--- src/design/calendar_clock_second_tick_unit_macros.svh ---
// Assertion macros shared by the calendar clock RTL
`ifndef CALENDAR_CLOCK_SECOND_TICK_UNIT_MACROS_SVH
`define CALENDAR_CLOCK_SECOND_TICK_UNIT_MACROS_SVH

// same-cycle implication, clocked on clk, off during reset
`define CCST_ASSERT_NOW(label, ante, cons, msg) \
    label: assert property (@(posedge clk) disable iff (!rst_n) (ante) |-> (cons)) \
        else $error(msg);

// next-cycle implication, clocked on clk, off during reset
`define CCST_ASSERT_NEXT(label, ante, cons, msg) \
    label: assert property (@(posedge clk) disable iff (!rst_n) (ante) |=> (cons)) \
        else $error(msg);

`endif

--- src/design/ccst_pkg.sv ---
// Types, constants and month table for the calendar clock
`default_nettype none
package ccst_pkg;

    localparam logic ACT_TICK = 1'b0;
    localparam logic ACT_LOAD = 1'b1;

    localparam logic [5:0] SEC_PER_MIN  = 6'd60;
    localparam logic [5:0] MIN_PER_HOUR = 6'd60;
    localparam logic [4:0] HOUR_PER_DAY = 5'd24;
    localparam logic [4:0] MONTH_LIMIT  = 5'd13;
    localparam logic [3:0] MONTH_FEB    = 4'd2;

    localparam logic [15:0] RESET_YEAR  = 16'd2026;
    localparam logic [3:0]  RESET_MONTH = 4'd1;
    localparam logic [4:0]  RESET_DAY   = 5'd1;

    // 25 * INV25 == 1 mod 2^16; y is a multiple of 25 iff y*INV25 mod 2^16 <= DIV25_MAX
    localparam logic [15:0] INV25     = 16'h5C29;
    localparam logic [15:0] DIV25_MAX = 16'd2621;

    typedef struct packed {
        logic        action;
        logic [15:0] load_year;
        logic [3:0]  load_month;
        logic [4:0]  load_day;
        logic [4:0]  load_hour;
        logic [5:0]  load_minute;
        logic [5:0]  load_second;
    } item_t;

    typedef struct packed {
        logic [15:0] year_now;
        logic [3:0]  month_now;
        logic [4:0]  day_now;
        logic [4:0]  hour_now;
        logic [5:0]  minute_now;
        logic [5:0]  second_now;
        logic        new_minute;
    } result_t;

    typedef struct packed {
        logic [15:0] year;
        logic [3:0]  month;
        logic [4:0]  day;
        logic [4:0]  hour;
        logic [5:0]  minute;
        logic [5:0]  second;
    } calendar_t;

    // month length; codes with no meaning count as 31 days
    function automatic logic [4:0] month_days(input logic [3:0] month, input logic leap);
        logic [4:0] n;
        case (month)
            4'd2:    n = leap ? 5'd29 : 5'd28;
            4'd4:    n = 5'd30;
            4'd6:    n = 5'd30;
            4'd9:    n = 5'd30;
            4'd11:   n = 5'd30;
            default: n = 5'd31;
        endcase
        return n;
    endfunction

endpackage
`default_nettype wire

--- src/design/ccst_item_if.sv ---
// Valid/ready channel carrying input items
`default_nettype none
interface ccst_item_if
    import ccst_pkg::*;
();
    logic  valid;
    logic  ready;
    item_t payload;

    modport source (output valid, output payload, input ready);
    modport sink   (input valid, input payload, output ready);
endinterface
`default_nettype wire

--- src/design/ccst_result_if.sv ---
// Valid/ready channel carrying result items
`default_nettype none
interface ccst_result_if
    import ccst_pkg::*;
();
    logic    valid;
    logic    ready;
    result_t payload;

    modport source (output valid, output payload, input ready);
    modport sink   (input valid, input payload, output ready);
endinterface
`default_nettype wire

--- src/design/ccst_leap.sv ---
// Gregorian leap-year detect for a 16-bit year
`default_nettype none
module ccst_leap
    import ccst_pkg::*;
(
    input  wire logic [15:0] year,
    output logic             leap
);
    logic [15:0] prod;
    logic        div25;

    always_comb
    begin
        prod  = year * INV25;
        div25 = (prod <= DIV25_MAX);
        // multiple of 4, and either not of 100 or also of 400 (= 16 * 25)
        leap  = (year[1:0] == 2'd0) && (!div25 || (year[3:0] == 4'd0));
    end
endmodule
`default_nettype wire

--- src/design/ccst_advance.sv ---
// Next calendar state for one item: load or one-second carry chain
`default_nettype none
module ccst_advance
    import ccst_pkg::*;
(
    input  wire calendar_t cur,
    input  wire item_t     item,
    output calendar_t      nxt,
    output logic           wrapped
);
    logic       leap;
    logic [6:0] s_inc;
    logic [6:0] mi_inc;
    logic [5:0] h_inc;
    logic [5:0] d_inc;
    logic [4:0] mo_inc;

    ccst_leap u_leap (
        .year (cur.year),
        .leap (leap)
    );

    always_comb
    begin
        s_inc   = {1'b0, cur.second} + 7'd1;
        mi_inc  = {1'b0, cur.minute} + 7'd1;
        h_inc   = {1'b0, cur.hour} + 6'd1;
        d_inc   = {1'b0, cur.day} + 6'd1;
        mo_inc  = {1'b0, cur.month} + 5'd1;
        nxt     = cur;
        wrapped = 1'b0;
        if (item.action == ACT_LOAD)
        begin
            nxt.year   = item.load_year;
            nxt.month  = item.load_month;
            nxt.day    = item.load_day;
            nxt.hour   = item.load_hour;
            nxt.minute = item.load_minute;
            nxt.second = item.load_second;
        end
        else if (s_inc < {1'b0, SEC_PER_MIN})
        begin
            nxt.second = s_inc[5:0];
        end
        else
        begin
            nxt.second = 6'd0;
            wrapped    = 1'b1;
            if (mi_inc < {1'b0, MIN_PER_HOUR})
            begin
                nxt.minute = mi_inc[5:0];
            end
            else
            begin
                nxt.minute = 6'd0;
                if (h_inc < {1'b0, HOUR_PER_DAY})
                begin
                    nxt.hour = h_inc[4:0];
                end
                else
                begin
                    nxt.hour = 5'd0;
                    if (d_inc <= {1'b0, month_days(cur.month, leap)})
                    begin
                        nxt.day = d_inc[4:0];
                    end
                    else
                    begin
                        // day wraps to 1; month 0 just becomes 1, 12 and up carry a year
                        nxt.day = 5'd1;
                        if (mo_inc < MONTH_LIMIT)
                        begin
                            nxt.month = mo_inc[3:0];
                        end
                        else
                        begin
                            nxt.month = 4'd1;
                            nxt.year  = cur.year + 16'd1;
                        end
                    end
                end
            end
        end
    end
endmodule
`default_nettype wire

--- src/design/calendar_clock_second_tick_unit.sv ---
// Top level of the calendar clock: input register, calendar state, result register
//
// Calendar counter with Gregorian leap years. Each req item is either a one-second
// tick (action 0) or a load of the full date and time (action 1, values not checked).
// Every item returns one rsp item with the date and time after it and a flag set
// when a tick wrapped the seconds to zero. Throughput is one item per clock while rsp
// is not stalled: the carry chain and the leap-year test (one 16x16 multiply) sit between
// the input register and the result register, and the calendar state updates in the same
// cycle. rsp valid rises when the item moves from the input register into the result
// register; a stalled rsp holds the item in the input register. Reset date is
// 2026-01-01 00:00:00.
`default_nettype none
`include "calendar_clock_second_tick_unit_macros.svh"
module calendar_clock_second_tick_unit
    import ccst_pkg::*;
(
    input  wire logic     clk,
    input  wire logic     rst_n,
    ccst_item_if.sink     req,
    ccst_result_if.source rsp
);
    item_t     item_reg;
    logic      in_valid_reg;
    calendar_t cal_reg;
    calendar_t cal_next;
    result_t   result_reg;
    result_t   result_next;
    logic      out_valid_reg;
    logic      wrapped;
    logic      out_free;
    logic      stage_fire;
    logic      req_fire;

    assign out_free   = !out_valid_reg || rsp.ready;
    assign stage_fire = in_valid_reg && out_free;
    assign req.ready  = !in_valid_reg || out_free;
    assign req_fire   = req.valid && req.ready;

    ccst_advance u_advance (
        .cur     (cal_reg),
        .item    (item_reg),
        .nxt     (cal_next),
        .wrapped (wrapped)
    );

    always_comb
    begin
        result_next.year_now   = cal_next.year;
        result_next.month_now  = cal_next.month;
        result_next.day_now    = cal_next.day;
        result_next.hour_now   = cal_next.hour;
        result_next.minute_now = cal_next.minute;
        result_next.second_now = cal_next.second;
        result_next.new_minute = wrapped;
    end

    always_ff @(posedge clk or negedge rst_n)
    begin
        if (!rst_n)
        begin
            in_valid_reg  <= 1'b0;
            out_valid_reg <= 1'b0;
            cal_reg.year   <= RESET_YEAR;
            cal_reg.month  <= RESET_MONTH;
            cal_reg.day    <= RESET_DAY;
            cal_reg.hour   <= 5'd0;
            cal_reg.minute <= 6'd0;
            cal_reg.second <= 6'd0;
        end
        else
        begin
            if (req.ready)
            begin
                in_valid_reg <= req.valid;
            end
            if (out_free)
            begin
                out_valid_reg <= in_valid_reg;
            end
            if (stage_fire)
            begin
                cal_reg <= cal_next;
            end
        end
    end

    // payload registers: no reset
    always_ff @(posedge clk)
    begin
        if (req_fire)
        begin
            item_reg <= req.payload;
        end
        if (stage_fire)
        begin
            result_reg <= result_next;
        end
    end

    assign rsp.valid   = out_valid_reg;
    assign rsp.payload = result_reg;

    `CCST_ASSERT_NEXT(a_stage_fills_out, stage_fire, out_valid_reg, "item lost at result register")
    `CCST_ASSERT_NOW(a_hold_when_blocked, in_valid_reg && !out_free, !req.ready,
        "input register overwritten while blocked")
    `CCST_ASSERT_NOW(a_out_tracks_state, out_valid_reg,
        result_reg.second_now == cal_reg.second && result_reg.year_now == cal_reg.year,
        "result register out of step with calendar state")
    `CCST_ASSERT_NEXT(a_tick_moves_second, stage_fire && item_reg.action == ACT_TICK,
        cal_reg.second != $past(cal_reg.second), "tick left seconds unchanged")
    `CCST_ASSERT_NOW(a_wrap_zero_second, stage_fire && wrapped,
        cal_next.second == 6'd0 && item_reg.action == ACT_TICK, "new minute without second wrap")
endmodule
`default_nettype wire

--- src/flat_wrapper.sv ---
// flat-port wrapper written by rule: the top's interface ports become plain ports
module calendar_clock_second_tick_unit_flat import ccst_pkg::*;
  (clk, rst_n, req_valid, req_payload, req_ready, rsp_valid, rsp_payload, rsp_ready);
  ccst_item_if req_i ();
  ccst_result_if rsp_i ();
  input  wire logic clk;
  input  wire logic rst_n;
  input wire logic [$bits(req_i.valid)-1:0] req_valid;
  input wire logic [$bits(req_i.payload)-1:0] req_payload;
  output wire logic [$bits(req_i.ready)-1:0] req_ready;
  output wire logic [$bits(rsp_i.valid)-1:0] rsp_valid;
  output wire logic [$bits(rsp_i.payload)-1:0] rsp_payload;
  input wire logic [$bits(rsp_i.ready)-1:0] rsp_ready;
  assign req_i.valid = req_valid;
  assign req_i.payload = req_payload;
  assign req_ready = req_i.ready;
  assign rsp_valid = rsp_i.valid;
  assign rsp_payload = rsp_i.payload;
  assign rsp_i.ready = rsp_ready;
  calendar_clock_second_tick_unit u_core (.clk(clk), .rst_n(rst_n), .req(req_i), .rsp(rsp_i));
endmodule
--- config.mk ---
export PLATFORM = sky130hd
export DESIGN_NAME = calendar_clock_second_tick_unit_flat
export DESIGN_NICKNAME = d
export VERILOG_FILES = /design/src/design/ccst_pkg.sv /design/src/design/ccst_item_if.sv /design/src/design/ccst_result_if.sv /design/src/design/ccst_leap.sv /design/src/design/ccst_advance.sv /design/src/design/calendar_clock_second_tick_unit.sv /design/src/flat_wrapper.sv
export VERILOG_INCLUDE_DIRS = /design/src /design/src/design
export SDC_FILE = /design/constraint.sdc
export NUM_CORES = 1
export LEC_CHECK = 0
export ABC_CLOCK_PERIOD_IN_PS = 17530
export BUFFER_PORTS_ARGS = -buffer_cell sky130_fd_sc_hd__buf_2
export CORE_AREA = 2 2 139 100
export DETAILED_ROUTE_END_ITERATION = 10
export DIE_AREA = 0 0 141 102
export PLACE_DENSITY_LB_ADDON = 0.25
export RECOVER_POWER = 50
export SLEW_MARGIN = 40
export SYNTH_ARGS = -nofsm -noshare
export SYNTH_HDL_FRONTEND = slang
export SYNTH_SLANG_ARGS = --single-unit
--- constraint.sdc ---
create_clock -name clk -period 17.53 [get_ports clk]
set_input_delay 2.6295 -clock clk [delete_from_list [all_inputs] [get_ports clk]]
set_output_delay 2.6295 -clock clk [all_outputs]
set_load 0.03 [all_outputs]
After elaboration in Yosys (flattened, before gate mapping)
Index checks and enable logic that the tools add are counted.
- register bits after elaboration: 130
- input port bits: 47
- output and inout bits: 45
- add/sub/neg operators: 6
- multipliers: 1
- magnitude comparators: 6
- eq/ne operators: 5
- mux-type cells: 18
- reduce and logical (&&, ||, !) cells: 12
- operators by type and width (cell ; number):
    $mux 42 ; 1
    $mux 36 ; 1
    $mux 30 ; 1
    $mux 5 ; 6
    $mux 25 ; 1
    $mux 20 ; 1
    $add 16x1->16 const B ; 1
    $le 16x12->1 const B ; 1
    $mul 16x15->16 const B ; 1
    $mux 16 ; 1
    $add 6x1->7 const B ; 2
    $lt 7x6->1 const B ; 2
    $add 5x1->6 const B ; 2
    $mux 6 ; 2
    $eq 4x3->1 const B ; 2
    $eq 4x4->1 const B ; 2
    $le 6x5->1 ; 1
    $lt 6x5->1 const B ; 1
    $add 4x1->5 const B ; 1
    $lt 5x4->1 const B ; 1
    $eq 4x2->1 const B ; 1
    $logic_not 4->1 ; 1
    $mux 4 ; 1
    $pmux 2 s2 ; 1
    6 further kinds ; 13

Logic depth before layout (Yosys ltp)
Gate-level depths: netlist (run 1).
- depth in word-level cells: 17
- depth in mapped cells: 26
- depth with buffers taken out: 23

Hierarchy
A second synthesis (run 1) with hierarchy kept.
- cells, all modules: 673
- area, all modules: 8005.2 sq um
- modules (own cells, without submodules) (module ; times used ; cells an instance ; area an instance (sq um)):
    calendar_clock_second_tick_unit ; 1 ; 183 ; 4415.5
    ccst_advance ; 1 ; 318 ; 1940.6
    ccst_leap ; 1 ; 172 ; 1649.1

Least setup slack after synthesis (run 1)
OpenSTA, ideal clock, no wires.
- path type: flip-flop to flip-flop
- start: register, netlist name u_core.cal_reg[29]
- end: register u_core.result_reg, in the netlist u_core.rsp.payload[32], data pin
- arrival: 5.538 ns
- path slack: 11.727 ns
- stages on the path, launching flop included: 23
- path buffers: 1
- period minus slack after synthesis: 5.803 ns
- cell sequence: dfstp_2 -> inv_1 -> ha_1 -> ha_1 -> inv_1 -> fa_1 -> fa_1 -> inv_1 -> fa_1 -> ha_1 -> ha_1 -> a21o_1 -> a31oi_1 -> xnor2_1 -> o31a_1 -> ha_1 -> nand2_1 -> o2111ai_1 -> o21bai_1 -> nand4_2 -> clkbuf_1 -> o211ai_1 -> nand3_1
- RTL lines (what ; line ; text):
    to (signal assigned) ; calendar_clock_second_tick_unit.sv:96 ; result_reg <= result_next;
    to (decl) ; calendar_clock_second_tick_unit.sv:26 ; result_t result_reg;

Final worst setup path (run 1)
- start: register, netlist name u_core.cal_reg[28]
- end: register, netlist name u_core.cal_reg[39]
- word-level cells in the longest chain between the ends: 17
- RTL lines (what ; line ; text):
    $mul 16x15->16 ; ccst_leap.sv:14 ; prod = year * INV25;
    $le 16x12->1 ; ccst_leap.sv:15 ; div25 = (prod <= DIV25_MAX);
    $logic_not 1->1 ; ccst_leap.sv:17 ; leap = (year[1:0] == 2'd0) && (!div25 || (year[3:0] == 4'd0));
    $logic_or 1x1->1 ; ccst_leap.sv:17 ;
    $logic_and 1x1->1 ; ccst_leap.sv:17 ;
    $mux 1 ; ccst_pkg.sv:55 ; 4'd2: n = leap ? 5'd29 : 5'd28;
    $pmux 2 s2 ; ccst_pkg.sv:54 ; case (month)
    $mux 5 ; ccst_advance.sv:56 ; if (h_inc < {1'b0, HOUR_PER_DAY})
    $mux 5 ; ccst_advance.sv:49 ; if (mi_inc < {1'b0, MIN_PER_HOUR})
    $mux 5 ; ccst_advance.sv:41 ; else if (s_inc < {1'b0, SEC_PER_MIN})
    $mux 5 ; ccst_advance.sv:32 ; if (item.action == ACT_LOAD)
    $le 6x5->1 ; ccst_advance.sv:63 ; if (d_inc <= {1'b0, month_days(cur.month, leap)})
    $mux 20 (*) ; ccst_advance.sv:63 ;
    $mux 25 (*) ; ccst_advance.sv:56 ;
    $mux 30 (*) ; ccst_advance.sv:49 ;
    $mux 36 (*) ; ccst_advance.sv:41 ;
    $mux 42 (*) ; ccst_advance.sv:32 ;
Mark *: on every way between the ends. The rest lies on a longest branch, timed or not. The select of a mux whose other input is x is not followed.
A chain may end at the register's enable or synchronous reset.

==> results.md, run 1 <==
- Outcome: finished, violations left
- Violations in the final reports: max-capacitance violations, max-slew violations
- Hold-critical path endpoint: u_core.rsp.valid$_DFFE_PN0P_
- Final setup violating endpoints: 0
- Clock latency on the worst-skew pair: 0.44 ns
- Number of cells in the design after placement: 1,023
- Number of nets still failing antenna checks after routing: 0
- Post-Syn Area: 8220 sq um
- Total count of hold-check failures in the final report: 0
- Die Outline Area: 14,400 sq um
- Sinks on Clock Net: 130
- Fraction of final layout cells with drive strength greater than 1: 17.9%
- FF+latch count, synth: 130
- Most used cells in the layout excluding fill and tap cells: 90 x buf_2, 86 x edfxtp_1, 84 x nand2_1, 73 x ha_1, 58 x inv_1
- Post-Layout Cell Count: 1,055
- Worst Hold Path Cells: 1
- Total Negative Setup Slacks: 0 ns
- Via count: 6,816
- Horizontal die dimension: 141 microns
- All-layer global routing usage: 30.7%
- Post-synth ARST share: 33.8%
- Register area: 3700 sq um
- Worst Reg-to-Reg Cells: 21
- Most common cell after layout, fill and taps aside: buf_2
- Maximum capacitance violations: 4
- Synth Instances: 798
- Post CTS Setup Buffer Count: 0
- Required time at the endpoint of the critical path: 17.78 ns
- Nets in the synthesized netlist: 936
- Post-Syn Area per Cell: 10.3 sq um
- Fill count: 922
- Pin count of the biggest net entering global routing: 61
- Max-slew headroom: -112%
- # rows: 35
- Layout net count: 1,014
- Post-Route Skew: 0.0227 ns
- Clock buffer count from CTS: 17
- Startpoint-to-endpoint class of the critical path: register to register
- IO Port Bufs: 91
- Layout Area Growth over Synthesis: 14.1%
- Avg WL per Cell: 19.9 microns
- Reg2reg setup slack: 10.58 ns
- Critical register-to-register path endpoint: u_core.cal_reg[39]$_DFFE_PN0P_
- Pwr dens: 196 nW/um^2
- Slowest Stage Delay on Critical Path: 0.67 ns
- Post-detailed-routing wire length: 21,000 microns
- Area of the multi-input gates: 4130 sq um
- R2r startpoint: u_core.cal_reg[28]$_DFFE_PN0P_
- DRC errors left: 0
- Measured slew at the worst slew-check pin: 3.18 ns
- Critical path's most frequent cell: ha_1
- Clock tree from TritonCTS: built
- Hpwl dp: 13,800 microns
- Pre-Repair DR Iteration Count: 5
- I/O pin count: 92
- Fmax achieved: 144 MHz
- Global-route wire length before repair: 34,500 microns
- Drt initial violations: 737
- Vert. Die Dim: 102 microns
- Total congestion overflow after global routing: 0
- Power consumption: 1840 uW
- Final max-slew violation count: 198
- Via count normalized by instance count: 6.46
- Endpoint kind of the worst setup timing path: register
- Number of flops mapped to enable cells by yosys: 86
- Highest-delay cell along the critical path: o311ai_0
- Data arrival time of the critical path: 7.19 ns
- Setup repair after global routing missed its margin: false
- Clock root buffer master: clkbuf_16
- Initial Utilization: 63.2%
- Worst-path maximum fanout: 18
- Max VDD drop: 163 uV
- Post-CTS Hold Fix Bufs: 0
- Startpoint of the worst hold path: u_core.in_valid_reg$_DFFE_PN0N_
- Warnings from Yosys: 0
- Core Footprint: 13,000 sq um
- Number of antenna violations at the first check in global routing: 0
- Critical Path, Cell by Cell: inv_1 > ha_1 > ha_1 > inv_1 > fa_1 > fa_1 > inv_1 > fa_1 > ha_1 > ha_1 > a21o_1 > a31oi_1 > xnor2_1 > o31a_1 > ha_1 > nand2_1 > o2111ai_1 > o21bai_1 > nand4_2 > o311ai_0 > nand4_1
- Clock Pin Slew Worst Setup and Hold Paths: 0.07 ns
- Gates resized, CTS repair: 0
- Routability congestion estimate from global placement: 0.953
- Post-route fraction of the period consumed by the critical path: 39.6%
- Startpoint kind of the worst setup timing path: register
- Unique cell type count in the Yosys netlist: 74
- Max Buffers Root-to-Sink: 2
- Diode count: 0
- Number of levels in the clock H-tree: 4
- Static leakage: 0.00399 uW
- Final period demand of the worst path: 6.95 ns
- Fraction of the yosys area taken by sequential cells: 45.0%
- Vias in the first global route: 6,889
- Main flop type after synthesis: edfxtp_1
- Class of the tightest hold or removal check: register to register
-- worst max path at each step --
stage          slack, ns  cells after the start                                to                            from
6_report           10.58                     21    u_core.cal_reg[39]$_DFFE_PN0P_  u_core.cal_reg[28]$_DFFE_PN0P_
5_1_grt            10.19                     21  u_core.rsp.payload[31]$_DFFE_PP_  u_core.cal_reg[28]$_DFFE_PN0P_
4_1_cts            10.66                     21  u_core.rsp.payload[31]$_DFFE_PP_  u_core.cal_reg[28]$_DFFE_PN0P_
3_5_place_dp       10.71                     21  u_core.rsp.payload[40]$_DFFE_PP_  u_core.cal_reg[28]$_DFFE_PN0P_
3_3_place_gp       11.05                     21  u_core.rsp.payload[37]$_DFFE_PP_  u_core.cal_reg[29]$_DFFE_PN1P_
2_1_floorplan      11.73                     22  u_core.rsp.payload[32]$_DFFE_PP_  u_core.cal_reg[29]$_DFFE_PN1P_
-- cells by family after synthesis --
| kind of cell | Yosys count | share of synthesized area (%) |
|---|---|---|
| xor gates and xnor gates | 23 | 2.45 |
| buffers and inverters | 100 | 4.86 |
| and+or+nand+nor | 288 | 17.5 |
| adders and majority gates | 91 | 15.5 |
| muxes | 9 | 1.20 |
| AOI/OAI and AO/OA | 157 | 13.5 |
| DFF | 130 | 45.0 |
-- through the flow --
step	hold WS (ns)	setup slack, ns	utilization (%)	area (sq um)
after floorplan	0.457	11.73	-	8220
after global placement	0.473	11.05	67.5	8780
after detailed placement	0.491	10.71	67.5	8780
after CTS	0.509	10.66	72.3	9400
after global routing	0.531	10.19	72.1	9380
final	0.510	10.58	72.1	9380
-- power by group --
part	switching, uW	internal, uW	total (uW)
Combinational	568	456	1020
Sequential	57.4	381	438
Clock	156	217	373
Total	781	1050	1840
-- routing by layer --
metal | up-vias | global-route usage [%] | part of all wire (%)
li1 | 3124 | - | -
met1 | 3240 | 42.1 | 43
met2 | 404 | 48.7 | 45
met3 | 48 | 7.73 | 9.6
met4 | 0 | 10.5 | 2.0
met5 | - | 0 | 0
-- synth_stat cells, types with 5 or more instances --
library cell / count / area (sq um)
xnor2_1: 16 / 140
a211o_1: 8 / 70.1
o21ai_0: 37 / 185
fa_1: 18 / 360
o211ai_1: 12 / 90.1
o311ai_0: 5 / 43.8
nor2b_1: 5 / 31.3
o221ai_1: 5 / 43.8
clkbuf_1: 32 / 120
nand3_1: 49 / 245
a31oi_1: 12 / 75.1
a211oi_1: 5 / 37.5
nand2_1: 84 / 315
ha_1: 73 / 913
dfstp_2: 10 / 263
nand4_1: 33 / 206
and2_1: 6 / 37.5
xor2_1: 7 / 61.3
edfxtp_1: 86 / 2580
nor3_1: 20 / 100
dfrtp_1: 34 / 851
o31ai_1: 8 / 60.1
a21oi_1: 17 / 85.1
inv_1: 58 / 218
mux2_2: 7 / 78.8
nor2_1: 50 / 188
and3_1: 12 / 75.1
-- area by class of cell --
| class | count | area share, % |
|---|---|---|
| repair buffers | 100 | 5.44 |
| clock inverters | 15 | 2.01 |
| well taps | 166 | 2.21 |
| inverters | 59 | 2.36 |
| multi-input cells | 568 | 44.0 |
| flip-flops and latches | 130 | 39.4 |
| clock buffers | 17 | 4.53 |
-- worst max-delay path: cells and delay by family (launching register included) --
kind                       cells  cell delay (ns)
xor gates and xnor gates       1             0.10
buffers and inverters          3             0.25
DFF                            1             0.57
and+or+nand+nor                3             0.91
AOI/OAI and AO/OA              6             1.92
adders and majority gates      8             3.03
(Power assumes the default switching activity.)
==> run 2, diff against run 1 <==
--- a/config.mk
+++ b/config.mk
@@ -6,11 +6,11 @@
 export SDC_FILE = /design/constraint.sdc
 export NUM_CORES = 1
 export LEC_CHECK = 0
-export ABC_CLOCK_PERIOD_IN_PS = 17530
+export ABC_CLOCK_PERIOD_IN_PS = 5600
 export BUFFER_PORTS_ARGS = -buffer_cell sky130_fd_sc_hd__buf_2
-export CORE_AREA = 2 2 139 100
+export CORE_AREA = 2 2 151 109
 export DETAILED_ROUTE_END_ITERATION = 10
-export DIE_AREA = 0 0 141 102
+export DIE_AREA = 0 0 153 111
 export PLACE_DENSITY_LB_ADDON = 0.25
 export RECOVER_POWER = 50
 export SLEW_MARGIN = 40
==> constraint.sdc (replaced) <==
create_clock -name clk -period 5.6 [get_ports clk]
set_input_delay 0.84 -clock clk [delete_from_list [all_inputs] [get_ports clk]]
set_output_delay 0.84 -clock clk [all_outputs]
set_load 0.03 [all_outputs]
==> results.md, run 2 (synthesis results as in run 1) <==
- Avg WL per Cell: 18.5 microns
- IO Port Bufs: 91
- Post-CTS Hold Fix Bufs: 0
- Pre-Repair DR Iteration Count: 6
- Required time at the endpoint of the critical path: 5.76 ns
- Total Negative Setup Slacks: -6.62 ns
- Buffers plus inverters on the worst setup path: 3
- Combinational share of power: 64.5%
- Global-route wire length before repair: 34,200 microns
- Area of the multi-input gates: 4670 sq um
- Layout Area Growth over Synthesis: 29.1%
- Clock root buffer master: clkbuf_16
- Critical path's most frequent cell: ha_1
- Pwr dens: 639 nW/um^2
- Worst Reg-to-Reg Cells: 22
- Post-detailed-routing wire length: 21,800 microns
- Via count normalized by instance count: 5.89
- Core Footprint: 15,800 sq um
- Cell area after placement: 9360 sq um
- Total congestion overflow after global routing: 0
- Core occupancy in the finished layout: 67.3%
- Power consumption: 6790 uW
- Most used cells in the layout excluding fill and tap cells: 90 x buf_2, 86 x edfxtp_1, 81 x nand2_1, 68 x buf_4, 59 x ha_1
- Diode count: 0
- Slowest Stage Delay on Critical Path: 0.61 ns
- Clock power share: 15.8%
- Number of levels in the clock H-tree: 4
- Most common cell after layout, fill and taps aside: buf_2
- Critical Path, Cell by Cell: ha_4 > inv_1 > fa_1 > inv_1 > ha_1 > ha_1 > fa_1 > ha_1 > ha_4 > nor2_2 > a21oi_2 > xnor2_1 > nand4_1 > o31a_1 > ha_1 > nand2_2 > o2111ai_4 > o211ai_4 > nand4_4 > buf_6 > o211ai_1 > nand3_1
- Setup repair after global routing missed its margin: true
- Switching share of power: 40.4%
- Static leakage: 0.00445 uW
- Die Outline Area: 17,000 sq um
- Final max-slew violation count: 89
- Startpoint kind of the worst setup timing path: register
- Layout net count: 1,094
- Register area: 3700 sq um
- Post-Layout Inst Area: 10,600 sq um
- Vias in the first global route: 6,652
- Power spent charging and discharging nets: 2740 uW
- Crit path setup slack, layout: -0.278 ns
- Max-slew headroom: -113%
- Routability congestion estimate from global placement: 0.856
- Stages on worst setup path: 22
- Number of nets still failing antenna checks after routing: 0
- Max Buffers Root-to-Sink: 2
- Data arrival time of the critical path: 6.03 ns
- Post-route fraction of the period consumed by the critical path: 105%
- Measured slew at the worst slew-check pin: 3.19 ns
- Hpwl dp: 13,700 microns
- Sequential power share: 19.7%
- Fraction of final layout cells with drive strength greater than 1: 31.5%
- Outcome: finished, violations left
- Internal power consumption: 4040 uW
- Clock Pin Slew Worst Setup and Hold Paths: 0.06 ns
- Worst Hold Path Cells: 1
- Clock latency on the worst-skew pair: 0.43 ns
- Initial Utilization: 52.2%
- Clock buffer count from CTS: 17
- All-layer global routing usage: 25.4%
- Worst-path maximum fanout: 6
- Violations in the final reports: max-capacitance violations, max-slew violations, negative setup slack
- I/O pin count: 92
- # rows: 39
- Final period demand of the worst path: 5.88 ns
- Vert. Die Dim: 111 microns
- DRC errors left: 0
- Clock tree from TritonCTS: built
- Highest-delay cell along the critical path: dfstp_2
- Final setup violating endpoints: 47
- Max VDD drop: 734 uV
- Drt initial violations: 587
- Horizontal die dimension: 153 microns
- Sinks on Clock Net: 130
- Via count: 6,915
- Number of antenna violations at the first check in global routing: 0
- Pin count of the biggest net entering global routing: 108
- Post-Route Skew: 0.0126 ns
- Total count of hold-check failures in the final report: 0
- Maximum capacitance violations: 2
- Endpoint kind of the worst setup timing path: register
- Largest delay share family, worst path: adder cells
- Class of the tightest hold or removal check: register to register
- Fill count: 1,155
- Fmax achieved: 170 MHz
- Pre-CTS setup slack: -0.329 ns
- Startpoint-to-endpoint class of the critical path: register to register
-- run 2: changes by cell type in the layout (fill, tap and decap cells not counted), sizes merged --
cell and change:
buf +80, bufinv -1, clkbuf +1, clkinv +4, clkinvlp +1, inv -6, nand4 +1
-- run 2: power groups by stage --
stage	Sequential (uW)	Clock [uW]	Combinational [uW]
after floorplan	1390	0	2660
after global placement	1340	0	3660
after detailed placement	1340	0	3720
after CTS	1330	1090	4050
after global routing	1360	1130	4870
final	1340	1070	4370
-- run 2: per-stage QoR --
stage	instances	hold slack [ns]
3_3_place_gp	1120	0.494
3_5_place_dp	1120	0.506
4_1_cts	1164	0.511
2_1_floorplan	798	0.457
5_1_grt	1174	0.544
6_report	1174	0.510
-- run 2: timing repair --
action / in CTS / in global routing
resized for setup: 40 / 64
endpoints found under the setup margin: 47 / 50
gates cloned: 2 / 1
buffers inserted: 10 / 13
pin swaps: 26 / 46
-- run 2: final cells by class --
class                      instances  area share [%]
inverter                          59            2.10
clock inverter                    13            1.19
multi-input combinational        569            44.0
clock buffer                      19            4.08
timing repair buffer             179            11.4
sequential                       130            34.8
tap                              205            2.42
-- run 2: path summary, 6_finish.rpt --
check                                                start                          endpoint  slack, ns
hold / removal             u_core.in_valid_reg$_DFFE_PN0N_      u_core.rsp.valid$_DFFE_PN0P_       0.51
setup / recovery            u_core.cal_reg[35]$_DFFE_PN1P_  u_core.rsp.payload[27]$_DFFE_PP_      -0.28
max in group asynchronous                            rst_n    u_core.cal_reg[40]$_DFFE_PN0P_       2.76
setup reg to reg            u_core.cal_reg[35]$_DFFE_PN1P_  u_core.rsp.payload[27]$_DFFE_PP_      -0.28
min in group asynchronous                            rst_n    u_core.cal_reg[20]$_DFFE_PN0P_       1.33
hold reg to reg            u_core.in_valid_reg$_DFFE_PN0N_      u_core.rsp.valid$_DFFE_PN0P_       0.51
-- run 2: worst reg2reg max path: stages (launching register included) --
cell and delay [ns]:
dfstp_2 0.61, ha_4 0.15, inv_1 0.05, fa_1 0.49
inv_1 0.04, ha_1 0.33, ha_1 0.35, fa_1 0.50
ha_1 0.36, ha_4 0.30, nor2_2 0.04, a21oi_2 0.14
xnor2_1 0.13, nand4_1 0.11, o31a_1 0.31, ha_1 0.29
nand2_2 0.09, o2111ai_4 0.17, o211ai_4 0.29, nand4_4 0.26
buf_6 0.23, o211ai_1 0.25, nand3_1 0.13
-- run 2: metal layers --
layer | wire length [microns] | track usage (%)
met5 | 0 | 0
met4 | 318 | 8.70
met3 | 1600 | 6.14
met1 | 10100 | 37.4
met2 | 9740 | 37.0
==> run 3, diff against run 2 <==
==> constraint.sdc (replaced) <==
create_clock -name clk -period 5.6 [get_ports clk]
set_input_delay 0.28 -clock clk [delete_from_list [all_inputs] [get_ports clk]]
set_output_delay 0.28 -clock clk [all_outputs]
set_load 0.03 [all_outputs]
==> results.md, run 3 (synthesis results as in run 1) <==
- Data arrival time of the critical path: 5.94 ns
- Crit path setup slack, layout: -0.193 ns
- Maximum capacitance violations: 1
- Sinks on Clock Net: 130
- Number of cells in the design after placement: 1,120
- Fmax achieved: 173 MHz
- Routability congestion estimate from global placement: 0.853
- Post-Route Skew: 0.0131 ns
- Die Outline Area: 17,000 sq um
- Critical Path, Cell by Cell: ha_1 > inv_1 > fa_1 > inv_1 > ha_1 > ha_4 > fa_1 > ha_4 > ha_4 > o21a_1 > o31ai_2 > a21oi_2 > xnor2_1 > nand4_1 > o31a_1 > ha_2 > nand2_2 > o2111ai_4 > o211ai_4 > and4_4 > buf_6 > mux2i_1 > o21ai_1
- Power consumption: 6680 uW
- Critical register-to-register path endpoint: u_core.rsp.payload[24]$_DFFE_PP_
- Pre-CTS setup slack: -0.342 ns
- Most used cells in the layout excluding fill and tap cells: 86 x edfxtp_1, 82 x nand2_1, 67 x buf_4, 60 x ha_1, 55 x inv_1
- Vert. Die Dim: 111 microns
- Measured slew at the worst slew-check pin: 2.74 ns
- R2r startpoint: u_core.cal_reg[33]$_DFFE_PN1P_
- Startpoint kind of the worst setup timing path: register
- Post-Layout Cell Count: 1,169
- Critical path's most frequent cell: ha_4
- Highest-delay cell along the critical path: dfstp_2
- Final period demand of the worst path: 5.79 ns
- Total congestion overflow after global routing: 0
- Pre-Repair DR Iteration Count: 5
- Vias in the first global route: 6,739
- Post-route fraction of the period consumed by the critical path: 103%
- Avg WL per Cell: 18.6 microns
- Largest delay share family, worst path: adder cells
- Class of the tightest hold or removal check: primary input to register
- Fraction of final layout cells with drive strength greater than 1: 26.6%
- Clock tree from TritonCTS: built
- Final setup violating endpoints: 37
- Layout net count: 1,089
- Violations in the final reports: max-capacitance violations, max-slew violations, negative setup slack
- Outcome: finished, violations left
- Max Buffers Root-to-Sink: 2
- Clock root buffer master: clkbuf_16
- # rows: 39
- Buffers plus inverters on the worst setup path: 3
- Total count of hold-check failures in the final report: 0
- Max VDD drop: 730 uV
- Clock buffer count from CTS: 17
- Startpoint of the worst hold path: req_payload[28]
- Via count: 6,912
- Max-slew headroom: -82.7%
- Layout Area Growth over Synthesis: 28.1%
- Reg2reg setup slack: -0.19 ns
- Clock Pin Slew Worst Setup and Hold Paths: 0.07 ns
- Setup repair after global routing missed its margin: true
- Hold WS: 0.0214 ns
- Hpwl dp: 13,600 microns
- Most common cell after layout, fill and taps aside: edfxtp_1
- Required time at the endpoint of the critical path: 5.74 ns
- Slowest Stage Delay on Critical Path: 0.59 ns
- Clock latency on the worst-skew pair: 0.43 ns
- Pwr dens: 634 nW/um^2
- Global-route wire length before repair: 35,000 microns
- Diode count: 0
- I/O pin count: 92
- Worst-path maximum fanout: 5
- Initial Utilization: 52.2%
- Worst Reg-to-Reg Cells: 23
- Drt initial violations: 575
- Number of nets still failing antenna checks after routing: 0
- Pin count of the biggest net entering global routing: 108
- Fill count: 1,216
- Number of levels in the clock H-tree: 4
- Hold-critical path endpoint: u_core.item_reg[28]$_DFFE_PP_
- Core Footprint: 15,800 sq um
- Number of antenna violations at the first check in global routing: 0
- Startpoint-to-endpoint class of the critical path: register to register
- Final max-slew violation count: 45
- Post-detailed-routing wire length: 21,700 microns
- Endpoint kind of the worst setup timing path: register
- Core occupancy in the finished layout: 66.8%
- IO Port Bufs: 91
- DRC errors left: 0
- Via count normalized by instance count: 5.91
- Static leakage: 0.00435 uW
- Horizontal die dimension: 153 microns
- All-layer global routing usage: 26.0%
- Worst Hold Path Cells: 1
## run 3: layout make-up
type / count / area [sq um] / area share, %
Sequential cell: 130 / 3700 / 35.1
Tap cell: 205 / 256 / 2.44
Clock buffer: 17 / 425 / 4.04
Inverter: 59 / 223 / 2.12
Clock inverter: 15 / 161 / 1.53
Timing Repair Buffer: 174 / 1120 / 10.6
Multi-Input combinational cell: 569 / 4650 / 44.1
## run 3: worst max path at each step
| stage | start | slack [ns] | depth (start not counted) | end |
|---|---|---|---|---|
| after global routing | u_core.cal_reg[35]$_DFFE_PN1P_ | -0.41 | 22 | u_core.rsp.payload[32]$_DFFE_PP_ |
| after CTS | u_core.cal_reg[35]$_DFFE_PN1P_ | -0.18 | 22 | u_core.rsp.payload[31]$_DFFE_PP_ |
| after floorplan | u_core.cal_reg[29]$_DFFE_PN1P_ | 0.003 | 22 | u_core.rsp.payload[24]$_DFFE_PP_ |
| after global placement | u_core.cal_reg[29]$_DFFE_PN1P_ | -0.25 | 22 | u_core.rsp.payload[18]$_DFFE_PP_ |
| final | u_core.cal_reg[33]$_DFFE_PN1P_ | -0.19 | 23 | u_core.rsp.payload[24]$_DFFE_PP_ |
| after detailed placement | u_core.cal_reg[29]$_DFFE_PN1P_ | -0.34 | 23 | u_core.rsp.payload[18]$_DFFE_PP_ |
## run 3: stage by stage
step / setup TNS, ns / area (sq um)
6_report: -4.06 / 10500
5_1_grt: -13.97 / 10500
4_1_cts: -3.56 / 10400
3_5_place_dp: -8.26 / 9360
3_3_place_gp: -5.13 / 9350
2_1_floorplan: 0 / 8300
## run 3: per-layer routing
metal	vias up	track usage (%)	share of wire [%]
li1	3268	-	-
met1	3332	38.4	46
met2	282	39.2	45
met3	30	5.55	7.3
met4	0	6.79	1.4
met5	-	0	0
## run 3: worst reg2reg max path: cells and delay by family (launching register included)
kind | cells | cell delay [ns]
AND/OR/NAND/NOR | 3 | 0.56
buffers and inverters | 3 | 0.24
adder cells (fa/ha/maj) | 8 | 2.50
XOR/XNOR | 1 | 0.13
flip-flops | 1 | 0.59
AO/OA/AOI/OAI | 7 | 1.26
multiplexers | 1 | 0.22
## run 3: where the power goes
group	switching (uW)	leakage, uW	internal (uW)
Combinational	2090	0.00273	2130
Clock	486	0.000290	633
Sequential	146	0.00133	1190
## run 3: what timing repair did
item | CTS | global route
endpoints found under the hold margin | 32 | 0
resized for setup | 58 | 35
buffers inserted | 12 | 3
gates cloned | 3 | 0
pin swaps | 40 | 26
setup endpoints to repair | 47 | 50
hold buffers | 1 | 0
